==> src/rtl/mphd_pkg.sv <==
`timescale 1ns / 1ps
// ----------------------------------------------------------------------------
// mphd_pkg
// Shared types, field widths and codes of the peak hold bar meter block.
// ----------------------------------------------------------------------------
package mphd_pkg;

  localparam int NumMetersDef = 6;
  localparam int LevelBitsDef = 16;
  localparam int HoldBitsDef  = 8;

  localparam int ChanW       = 3;
  localparam int LevelW      = 16;
  localparam int HoldTicksW  = 8;
  localparam int CfgIdxW     = 2;
  localparam int CfgDataW    = 16;
  localparam int InDataW     = 24;
  localparam int OutDataW    = 40;

  localparam logic [LevelW-1:0]     DecayStepRst     = 16'd1311;
  localparam logic [LevelW-1:0]     PeakDecayStepRst = 16'd655;
  localparam logic [HoldTicksW-1:0] PeakHoldTicksRst = 8'd20;

  typedef enum logic {
    FuncReading = 1'b0,
    FuncTick    = 1'b1
  } func_e;

  typedef enum logic [CfgIdxW-1:0] {
    CfgDecayStep     = 2'd0,
    CfgPeakDecayStep = 2'd1,
    CfgPeakHoldTicks = 2'd2
  } cfg_idx_e;

  typedef enum logic {
    StIdle,
    StUpdate
  } state_e;

endpackage

==> src/rtl/mphd_state_ram.sv <==
`timescale 1ns / 1ps
// ----------------------------------------------------------------------------
// mphd_state_ram
// Per-meter state memory, one write and one registered read port. Entries
// read as zero until first written.
// ----------------------------------------------------------------------------
module mphd_state_ram #(
  parameter int Depth = 6,
  parameter int Width = 56,
  parameter int AddrW = 3
) (
  input  logic             clk_i,
  input  logic             rst_ni,
  input  logic             rd_en_i,
  input  logic [AddrW-1:0] rd_addr_i,
  output logic [Width-1:0] rd_data_o,
  input  logic             wr_en_i,
  input  logic [AddrW-1:0] wr_addr_i,
  input  logic [Width-1:0] wr_data_i
);

  logic [Width-1:0] mem_q [Depth];
  logic [Depth-1:0] valid_q;
  logic [Width-1:0] rd_data_q;

  always_ff @(posedge clk_i) begin
    if (wr_en_i) begin
      mem_q[wr_addr_i] <= wr_data_i;
    end
  end

  always_ff @(posedge clk_i or negedge rst_ni) begin
    if (!rst_ni) begin
      valid_q <= '0;
    end else if (wr_en_i) begin
      valid_q[wr_addr_i] <= 1'b1;
    end
  end

  always_ff @(posedge clk_i) begin
    if (rd_en_i) begin
      rd_data_q <= valid_q[rd_addr_i] ? mem_q[rd_addr_i] : '0;
    end
  end

  assign rd_data_o = rd_data_q;

endmodule

==> src/rtl/mphd_update.sv <==
`timescale 1ns / 1ps
// ----------------------------------------------------------------------------
// mphd_update
// Ballistics of one meter: applies a reading or one decay tick to a state
// entry and reports whether anything moved (always flagged for a reading).
// ----------------------------------------------------------------------------
module mphd_update #(
  parameter int LevelBits = 16,
  parameter int HoldBits  = 8,
  parameter int EntryW    = 56
) (
  input  mphd_pkg::func_e                      func_i,
  input  logic [LevelBits-1:0]                 level_i,
  input  logic [mphd_pkg::LevelW-1:0]          decay_step_i,
  input  logic [mphd_pkg::LevelW-1:0]          peak_decay_step_i,
  input  logic [mphd_pkg::HoldTicksW-1:0]      peak_hold_ticks_i,
  input  logic [EntryW-1:0]                    entry_i,
  output logic [EntryW-1:0]                    entry_o,
  output logic                                 changed_o
);
  import mphd_pkg::*;

  localparam int HoldMax = (1 << HoldBits) - 1;

  logic [LevelBits-1:0] tgt, disp, peak, disp_n, peak_n, tgt_n;
  logic [LevelBits-1:0] st, pst, ddiff, pdiff;
  logic [HoldBits-1:0]  hold, hold_n, hold_load;

  assign tgt  = entry_i[LevelBits-1:0];
  assign disp = entry_i[2*LevelBits-1:LevelBits];
  assign peak = entry_i[3*LevelBits-1:2*LevelBits];
  assign hold = entry_i[3*LevelBits+HoldBits-1:3*LevelBits];

  assign st  = LevelBits'(decay_step_i);
  assign pst = LevelBits'(peak_decay_step_i);
  assign hold_load = (32'(peak_hold_ticks_i) > HoldMax) ? HoldBits'(HoldMax)
                                                         : HoldBits'(peak_hold_ticks_i);

  always_comb begin
    tgt_n     = tgt;
    disp_n    = disp;
    peak_n    = peak;
    hold_n    = hold;
    changed_o = 1'b0;
    ddiff     = disp - tgt;
    pdiff     = '0;
    case (func_i)
      FuncReading: begin
        tgt_n     = level_i;
        changed_o = 1'b1;
        if (level_i > disp) begin
          disp_n = level_i;
        end
        if (level_i > peak) begin
          peak_n = level_i;
          hold_n = hold_load;
        end
      end
      FuncTick: begin
        if (disp > tgt) begin
          disp_n    = (ddiff <= st) ? tgt : disp - st;
          changed_o = 1'b1;
        end
        pdiff = peak - disp_n;
        if (peak > disp_n) begin
          changed_o = 1'b1;
          if (hold != '0) begin
            hold_n = hold - 1'b1;
          end else begin
            peak_n = (pdiff <= pst) ? disp_n : peak - pst;
          end
        end
      end
      default: begin
        changed_o = 1'b0;
      end
    endcase
  end

  assign entry_o = {hold_n, peak_n, disp_n, tgt_n};

endmodule

==> src/rtl/meter_peak_hold_decay.sv <==
`timescale 1ns / 1ps
// ----------------------------------------------------------------------------
// meter_peak_hold_decay
// Bar and peak marker ballistics for a bank of level meters.
//
// Input words carry a reading (tuser low: channel and level in tdata) or a
// decay tick (tuser high). A reading updates one meter and returns one word;
// a reading for an absent meter is dropped with no word. A tick walks every
// meter in ascending order and returns one word per meter, tlast on the
// final one. Output words hold meter index, bar and peak in tdata, a changed
// flag in tuser.
// A word is taken only when the block is idle; unless it is dropped, the state
// memory read for it is issued in that same cycle. A reading then does one
// read-modify-write of the state memory, and a tick one per meter.
// The output register lets the next input word be taken while a result still
// waits; a stalled receiver holds the walk in place without loss.
// Reset clears all meter state to zero and loads the default steps and hold.
// Configuration writes take effect at once; the user must make them while idle (not enforced).
// ----------------------------------------------------------------------------
module meter_peak_hold_decay #(
  parameter int NUM_METERS = mphd_pkg::NumMetersDef,
  parameter int LEVEL_BITS = mphd_pkg::LevelBitsDef,
  parameter int HOLD_BITS  = mphd_pkg::HoldBitsDef
) (
  input  logic                             clk_i,
  input  logic                             rst_ni,
  input  logic                             cfg_we_i,
  input  logic [mphd_pkg::CfgIdxW-1:0]     cfg_idx_i,
  input  logic [mphd_pkg::CfgDataW-1:0]    cfg_wdata_i,
  input  logic                             s_axis_tvalid,
  output logic                             s_axis_tready,
  input  logic [mphd_pkg::InDataW-1:0]     s_axis_tdata,  // channel, level
  input  logic                             s_axis_tuser,  // func
  output logic                             m_axis_tvalid,
  input  logic                             m_axis_tready,
  output logic [mphd_pkg::OutDataW-1:0]    m_axis_tdata,  // meter_index, shown_level, peak_mark
  output logic                             m_axis_tuser,  // changed
  output logic                             m_axis_tlast
);
  import mphd_pkg::*;

  localparam int AddrW  = (NUM_METERS > 1) ? $clog2(NUM_METERS) : 1;
  localparam int EntryW = 3 * LEVEL_BITS + HOLD_BITS;

  state_e                 state_q, state_d;
  func_e                  func_q;
  logic [LEVEL_BITS-1:0]  level_q;
  logic [AddrW-1:0]       meter_q;
  logic [LevelW-1:0]      decay_step_q, peak_decay_step_q;
  logic [HoldTicksW-1:0]  peak_hold_ticks_q;

  logic                   out_valid_q, out_chg_q, out_last_q;
  logic [ChanW-1:0]       out_idx_q;
  logic [LevelW-1:0]      out_disp_q, out_peak_q;

  logic [ChanW-1:0]       in_chan;
  logic [LevelW-1:0]      in_level;
  func_e                  in_func;
  logic                   in_acc, in_go, can_emit, item_last;
  logic                   rd_en, wr_en, changed;
  logic [AddrW-1:0]       rd_addr;
  logic [EntryW-1:0]      rd_entry, wr_entry;

  assign in_chan  = s_axis_tdata[ChanW-1:0];
  assign in_level = s_axis_tdata[ChanW+LevelW-1:ChanW];
  assign in_func  = func_e'(s_axis_tuser);

  // next state
  always_comb begin
    state_d = state_q;
    case (state_q)
      StIdle: begin
        if (in_go) state_d = StUpdate;
      end
      StUpdate: begin
        if (can_emit && item_last) state_d = StIdle;
      end
      default: state_d = StIdle;
    endcase
  end

  // outputs and memory control
  always_comb begin
    s_axis_tready = (state_q == StIdle);
    in_acc        = s_axis_tvalid && s_axis_tready;
    in_go         = in_acc && (in_func == FuncTick || 32'(in_chan) < NUM_METERS);
    can_emit      = !out_valid_q || m_axis_tready;
    item_last     = (func_q == FuncReading) || (meter_q == AddrW'(NUM_METERS - 1));
    wr_en         = (state_q == StUpdate) && can_emit;
    rd_en         = 1'b0;
    rd_addr       = meter_q + AddrW'(1);
    case (state_q)
      StIdle: begin
        rd_en   = in_go;
        rd_addr = (in_func == FuncTick) ? '0 : AddrW'(in_chan);
      end
      StUpdate: begin
        rd_en = can_emit && !item_last;
      end
      default: rd_en = 1'b0;
    endcase
  end

  mphd_state_ram #(
    .Depth (NUM_METERS),
    .Width (EntryW),
    .AddrW (AddrW)
  ) u_ram (
    .clk_i     (clk_i),
    .rst_ni    (rst_ni),
    .rd_en_i   (rd_en),
    .rd_addr_i (rd_addr),
    .rd_data_o (rd_entry),
    .wr_en_i   (wr_en),
    .wr_addr_i (meter_q),
    .wr_data_i (wr_entry)
  );

  mphd_update #(
    .LevelBits (LEVEL_BITS),
    .HoldBits  (HOLD_BITS),
    .EntryW    (EntryW)
  ) u_update (
    .func_i            (func_q),
    .level_i           (level_q),
    .decay_step_i      (decay_step_q),
    .peak_decay_step_i (peak_decay_step_q),
    .peak_hold_ticks_i (peak_hold_ticks_q),
    .entry_i           (rd_entry),
    .entry_o           (wr_entry),
    .changed_o         (changed)
  );

  always_ff @(posedge clk_i or negedge rst_ni) begin
    if (!rst_ni) begin
      state_q <= StIdle;
    end else begin
      state_q <= state_d;
    end
  end

  always_ff @(posedge clk_i) begin
    if (in_acc) begin
      func_q  <= in_func;
      level_q <= LEVEL_BITS'(in_level);
    end
    if (rd_en) begin
      meter_q <= rd_addr;
    end
  end

  always_ff @(posedge clk_i or negedge rst_ni) begin
    if (!rst_ni) begin
      decay_step_q      <= DecayStepRst;
      peak_decay_step_q <= PeakDecayStepRst;
      peak_hold_ticks_q <= PeakHoldTicksRst;
    end else if (cfg_we_i) begin
      case (cfg_idx_e'(cfg_idx_i))
        CfgDecayStep:     decay_step_q      <= cfg_wdata_i;
        CfgPeakDecayStep: peak_decay_step_q <= cfg_wdata_i;
        CfgPeakHoldTicks: peak_hold_ticks_q <= cfg_wdata_i[HoldTicksW-1:0];
        default: begin
        end
      endcase
    end
  end

  always_ff @(posedge clk_i or negedge rst_ni) begin
    if (!rst_ni) begin
      out_valid_q <= 1'b0;
    end else if (wr_en) begin
      out_valid_q <= 1'b1;
    end else if (m_axis_tready) begin
      out_valid_q <= 1'b0;
    end
  end

  always_ff @(posedge clk_i) begin
    if (wr_en) begin
      out_idx_q  <= ChanW'(meter_q);
      out_disp_q <= LevelW'(wr_entry[2*LEVEL_BITS-1:LEVEL_BITS]);
      out_peak_q <= LevelW'(wr_entry[3*LEVEL_BITS-1:2*LEVEL_BITS]);
      out_chg_q  <= changed;
      out_last_q <= item_last;
    end
  end

  assign m_axis_tvalid = out_valid_q;
  assign m_axis_tdata  = {(OutDataW - ChanW - 2 * LevelW)'(0), out_peak_q, out_disp_q, out_idx_q};
  assign m_axis_tuser  = out_chg_q;
  assign m_axis_tlast  = out_last_q;

endmodule

==> config.mk <==
export PLATFORM = sky130hd
export DESIGN_NAME = meter_peak_hold_decay
export DESIGN_NICKNAME = d
export VERILOG_FILES = /design/src/rtl/mphd_pkg.sv /design/src/rtl/mphd_state_ram.sv /design/src/rtl/mphd_update.sv /design/src/rtl/meter_peak_hold_decay.sv
export SDC_FILE = /design/constraint.sdc
export NUM_CORES = 1
export LEC_CHECK = 0
export BUFFER_PORTS_ARGS = -buffer_cell sky130_fd_sc_hd__buf_2
export CELL_PAD_IN_SITES_DETAIL_PLACEMENT = 0
export CELL_PAD_IN_SITES_GLOBAL_PLACEMENT = 1
export CORE_MARGIN = 2
export CORE_UTILIZATION = 46
export CTS_CLUSTER_SIZE = 10
export DETAILED_ROUTE_END_ITERATION = 8
export PLACE_DENSITY_LB_ADDON = 0.1
export RECOVER_POWER = 25
export SYNTH_ARGS = -nofsm -noshare
export SYNTH_HDL_FRONTEND = slang
export SYNTH_SLANG_ARGS = --single-unit
==> constraint.sdc <==
create_clock -name clk_i -period 9 [get_ports clk_i]
set_input_delay 0.9 -clock clk_i [delete_from_list [all_inputs] [get_ports clk_i]]
set_output_delay 0.9 -clock clk_i [all_outputs]
set_load 0.01 [all_outputs]
# Word level (Yosys, flattened, before mapping)
# Memories as Yosys holds them, arrays and structs flattened. A register that Yosys moved wholly into a read port is not among the register bits.
# Cells that the tools add are included.
# totals
in_bits	48
ram_bits	336
memories	1
reg_bits	105
# op_classes
order_cmp	10
mux	32
addsub	6
n_reduce_logical	18
n_eq_ne	3
bitwise_logic	3
# memory_table
memory	depth	width	rd	rd_clocked_by_memory_dff	wr	line	text
u_ram.mem_q	6	56	1	1	1	mphd_state_ram.sv:22	logic [Width-1:0] mem_q [Depth];
# ops
operator	count
16-bit two-way mux	9
16-bit > comparator	4
16-bit case mux with 2 select lines	2
16-bit subtractor	4
16-bit less-or-equal comparator	2
8-bit two-way mux	3
8-bit case mux with 2 select lines	1
1-bit two-way mux	10
3-bit by 4-bit less-than comparator with 1-bit output (second input constant)	2
8-bit nonzero test	1
8-bit by 1-bit subtractor with 8-bit output (second input constant)	1
1-bit logical AND	6
3-bit two-way mux	2
6-bit bitwise OR	1
1-bit case mux with 2 select lines	3
2-bit AND reduction	3
3-bit by 1-bit adder with 3-bit output (second input constant)	1
1-bit binary-select mux with 3-bit select	1
1-bit demux with 3-bit select	1
3-bit equality test (second input constant)	1
3-bit by 1-bit greater-or-equal comparator with 1-bit output (second input constant)	1
1-bit zero test	3
1-bit logical OR	3
3-bit less-than comparator (second input constant)	1
other kinds (5)	6

# Longest topological paths before layout
# depth
depth_word	11
depth_mapped	45
depth_no_buf	42

# Cells and area by module
# A second synthesis with hierarchy kept.
# hier_totals
hier_cells	1824
area_unflattened_um2	25167.9
# modules_own_cells
module	n_inst	seq_area_each_um2	cells_per_inst	area_each_um2
mphd_state_ram	1	11921.4	749	15213.3
mphd_update	1	0.0	902	6461.2
meter_peak_hold_decay	1	2781.4	173	3493.4

# Least setup slack after synthesis
# OpenSTA, ideal clock, no wires.
# synth_path
path_type	reg2reg
from	reg u_ram.rd_data_q[17] (netlist: u_ram.rd_data_o[17]), read port of u_ram.mem_q
to	reg out_peak_q[14] (data pin)
stages_incl_launch_ff	43
setup_time_ns	0.275
arrival_ns	8.432
setup_slack_ns	0.292
cell_sequence	edfxtp_1 -> ha_1 -> nor2b_1 -> o21ai_0 -> a21boi_0 -> o21ai_0 -> a21boi_0 -> o21ai_0 -> a21boi_0 -> o21ai_0 -> a21oi_1 -> a211o_1 -> a21oi_1 -> xnor2_1 -> ha_1 -> nand4_2 -> or3_1 -> o21ai_1 -> [... 7 more ...] -> or3_1 -> o311a_1 -> o21a_1 -> a211oi_1 -> o31ai_1 -> o41a_1 -> a21oi_1 -> xnor2_1 -> ha_1 -> a21o_1 -> a21o_1 -> a21oi_1 -> o21ai_0 -> a21oi_1 -> a21oi_1 -> clkbuf_1 -> mux2i_1 -> a221oi_1
# synth_via
elab_chain_cells	11
word_cells_on_any_way	14
# synth_rtl
element	line	text
from (decl)	mphd_state_ram.sv:24	logic [Width-1:0] rd_data_q;
16-bit subtractor	mphd_update.sv:45	ddiff = disp - tgt;
16-bit less-or-equal comparator	mphd_update.sv:61	disp_n = (ddiff <= st) ? tgt : disp - st;
16-bit two-way mux	mphd_update.sv:61	
16-bit two-way mux *	mphd_update.sv:60	if (disp > tgt) begin
16-bit two-way mux *	mphd_update.sv:47	case (func_i)
16-bit subtractor	mphd_update.sv:64	pdiff = peak - disp_n;
16-bit less-or-equal comparator	mphd_update.sv:70	peak_n = (pdiff <= pst) ? disp_n : peak - pst;
16-bit two-way mux	mphd_update.sv:70	
16-bit two-way mux	mphd_update.sv:67	if (hold != '0) begin
16-bit two-way mux *	mphd_update.sv:65	if (peak > disp_n) begin
16-bit case mux with 2 select lines *	mphd_update.sv:47	
net u_ram.wr_data_i[46]	mphd_state_ram.sv:19	input logic [Width-1:0] wr_data_i
to (signal assigned)	meter_peak_hold_decay.sv:182	out_peak_q <= LevelW'(wr_entry[3*LEVEL_BITS-1:2*LEVEL_BITS]);
to (decl)	meter_peak_hold_decay.sv:54	logic [LevelW-1:0] out_disp_q, out_peak_q;
# Mark *: on every way through the listed nets, which the timed path passes. The rest lies on a longest branch. The select of a mux whose other input is x is not followed.
# A chain may end at the register's enable or synchronous reset.

# Final worst setup path
# layout_path
from	reg u_ram.rd_data_q[17] (netlist: u_ram.rd_data_o[17]), read port of u_ram.mem_q
to	reg out_peak_q[2] (data pin)
# The elaborated chain is that of the path after synthesis.

==> flow_summary.yaml <==
critical_path:
  r2r-start: "u_ram.rd_data_o[17]"
  crit_path_end_kind: "register"
  arrival_ns: 8.74
  crit_top_cell: "ha_1"
  crit_required_ns: 9.29
  crit_family: "compound AO/OA/AOI/OAI gates"
  critPathMaxStageDelay_ns: 0.44
  path_buf_inv: 4
  r2r_cells: 39
  crit_path_end: "out_peak_q[2]"
  cp_num_cells: 39
  critPathKind: "register to register"
  reg2reg_slack_ns: 0.55
  startpoint: "u_ram.rd_data_o[17]"
  regToRegEndpoint: "out_peak_q[2]"
  slowest_stage: "a221o_1"
  start_kind: "register"
  worstPathMaxFanout: 8
cts:
  clock_latency_ns: 0.63
  clockRootBuffer: "clkbuf_16"
  cts_buffers: 57
  numClockSinks: 497
  htree_levels: 2
  clk_pin_slew_ns: 0.05
  cts_tree: "yes"
  cts.path.max_buffers: 3
final_layout:
  antenna_cells: 0
  nets: 2327
  fin_util_pct: 52.5
  most-common-layout-cells: "edfxtp_1, nand2_1, ha_1, a211oi_1, nor2_1"
  fill_cells: 4637
  area_growth_pct: 13.6
  drive_gt1_share_pct: 14.8
  final_cells: 2885
  final_common_cell: "edfxtp_1"
yosys:
  synth-seq-area-share_pct: 59.3
  syn_avg_cell_area_sq_um: 12.4
  netlist_area_sq_mm: 0.0248
  synth-async-reset-ratio_pct: 9.66
  synth_flop_cell: "edfxtp_1"
  netlist_instances: 2007
  yosys_warnings: 0
  synth_edf_count: 449
  ys_ff_latch: 497
  ys_types: 88
die:
  die_height_microns: 236
  start_util_pct: 46.2
  io_pins: 92
  num_rows: 85
  die_w_microns: 236
  core_area_sq_mm: 0.0536
  die_area_sq_mm: 0.0558
run_status:
  violations: "max-capacitance violations, max-slew violations"
  status: "finished with violations"
placement:
  dp_cells: 2785
  place_ws_ns: 0.00280
  io_buffers: 81
  post-dp-hpwl_microns: 46600
  globalplace.congestion: 0.906
routing:
  drt_iter0_drc: 1259
  wl_met2_microns: 30900
  top_layer: "met4"
  routed_via_density: 5.80
  met1_length_microns: 31600
  wl_per_cell_microns: 23.7
  dr_total_vias: 16700
  totalWireLength_microns: 68500
  drc: 0
  drt_pass1_iterations: 5
  drtAntennaViolNets: 0
  wl_met3_microns: 3430
timing:
  drv_slew: 339
  finalClockSkew_ns: 0.0345
  fmax_mhz: 118
  tightest_slew_ns: 6.13
  min_period_ns: 8.45
  fin_tns_setup_ns: 0
  period_share_pct: 93.9
  layout_setup_ws_ns: 0.547
  hold_violations: 0
  setup_violations: 0
  relSlewSlack_pct: -308
grt:
  grt_usage_pct: 24.7
  antenna_found_initial: 0
  first_global_vias: 16600
  grt_first_pass_wirelength_microns: 103000
  grt-ovfl-total: 0
  grt_max_degree: 107
job:
  drv_cap: 9
hold_path:
  min_path_type: "input pin to register"
[flip-flops by register name, summed over array words and instances (netlist names)]
signal / count
m_axis_tlast: 1
meter_q: 3
m_axis_tvalid: 1
u_ram.valid_q: 6
out_peak_q: 16
out_idx_q: 3
peak_decay_step_q: 16
decay_step_q: 16
level_q: 16
func_q: 1
m_axis_tuser: 1
state_q: 1
peak_hold_ticks_q: 8
out_disp_q: 16
u_ram.rd_data_o: 56
u_ram.mem_q: 336
[area by class of cell]
cell class,count,area (sq um),area share (%)
Sequential cell,497,14700,52.2
Multi-Input combinational cell,1310,9420,33.5
Clock buffer,93,1590,5.65
Timing Repair Buffer,178,1080,3.84
Tap cell,696,871,3.09
Inverter,106,399,1.42
Clock inverter,5,78.8,0.280
[cell usage after synthesis, types with 44 or more instances]
cell        n  area (sq um)
a211oi_1  122           916
a21oi_1    63           315
a31oi_1    65           407
and2_1     54           338
clkbuf_1   76           285
edfxtp_1  449         13500
ha_1      126          1580
inv_1     105           394
mux2_2     44           495
mux2i_1   100          1000
nand2_1   199           747
nor2_1    117           439
o21ai_0    72           360
[worst register-to-register path, delay by kind of cell (launching register included)]
family	cells	cell delay, ns
AO/OA/AOI/OAI	20	3.69
XOR/XNOR	3	0.48
adder cells (fa/ha/maj)	7	2.13
buffers and inverters	4	0.68
flip-flops	1	0.40
multiplexers	2	0.44
AND/OR/NAND/NOR	3	0.28
[routing by layer]
metal | global-route usage (%) | up-vias
met1 | 34.6 | 8319
met4 | 9.36 | 0
met5 | 0 | -
met3 | 3.82 | 115
li1 | - | 7846
met2 | 39.0 | 445
[how the worst min path moves through the flow]
stage,from,to,cells past startpoint
2_1_floorplan,u_ram.valid_q[4],u_ram.valid_q[4],1
3_3_place_gp,u_ram.valid_q[4],u_ram.valid_q[4],1
3_5_place_dp,u_ram.valid_q[0],u_ram.valid_q[0],1
4_1_cts,s_axis_tdata[7],level_q[4],1
5_1_grt,s_axis_tdata[7],level_q[4],1
6_report,s_axis_tdata[7],level_q[4],1
[cell families (layout without fill, tap and decap cells)]
| family | Yosys count | count (layout) | share of synthesized area, % |
|---|---|---|---|
| DFF | 497 | 497 | 59.3 |
| buffers and inverters | 204 | 382 | 3.30 |
| other | 1 | 5 | 0.0151 |
| muxes | 145 | 145 | 6.09 |
| adders and majority gates | 134 | 134 | 6.81 |
| and+or+nand+nor | 526 | 526 | 10.2 |
| xor gates and xnor gates | 48 | 48 | 1.70 |
| AOI/OAI and AO/OA | 452 | 452 | 12.6 |
[metrics by stage]
step	instance area, sq um	hold slack, ns
3_3_place_gp	26500	0.446
6_report	28100	0.453
3_5_place_dp	26500	0.452
5_1_grt	28100	0.433
4_1_cts	28200	0.421
2_1_floorplan	24800	0.433
[what timing repair did]
action	CTS	global route
hold buffers	0	0
pin swaps	0	9
resized for setup	1	24
setup buffers	0	1
cloned	0	1
endpoints found under the setup margin	4	112
Power is left out: the tool's default activity adds up to more than one toggle a clock period on the data nets, which glitch-free logic cannot reach.
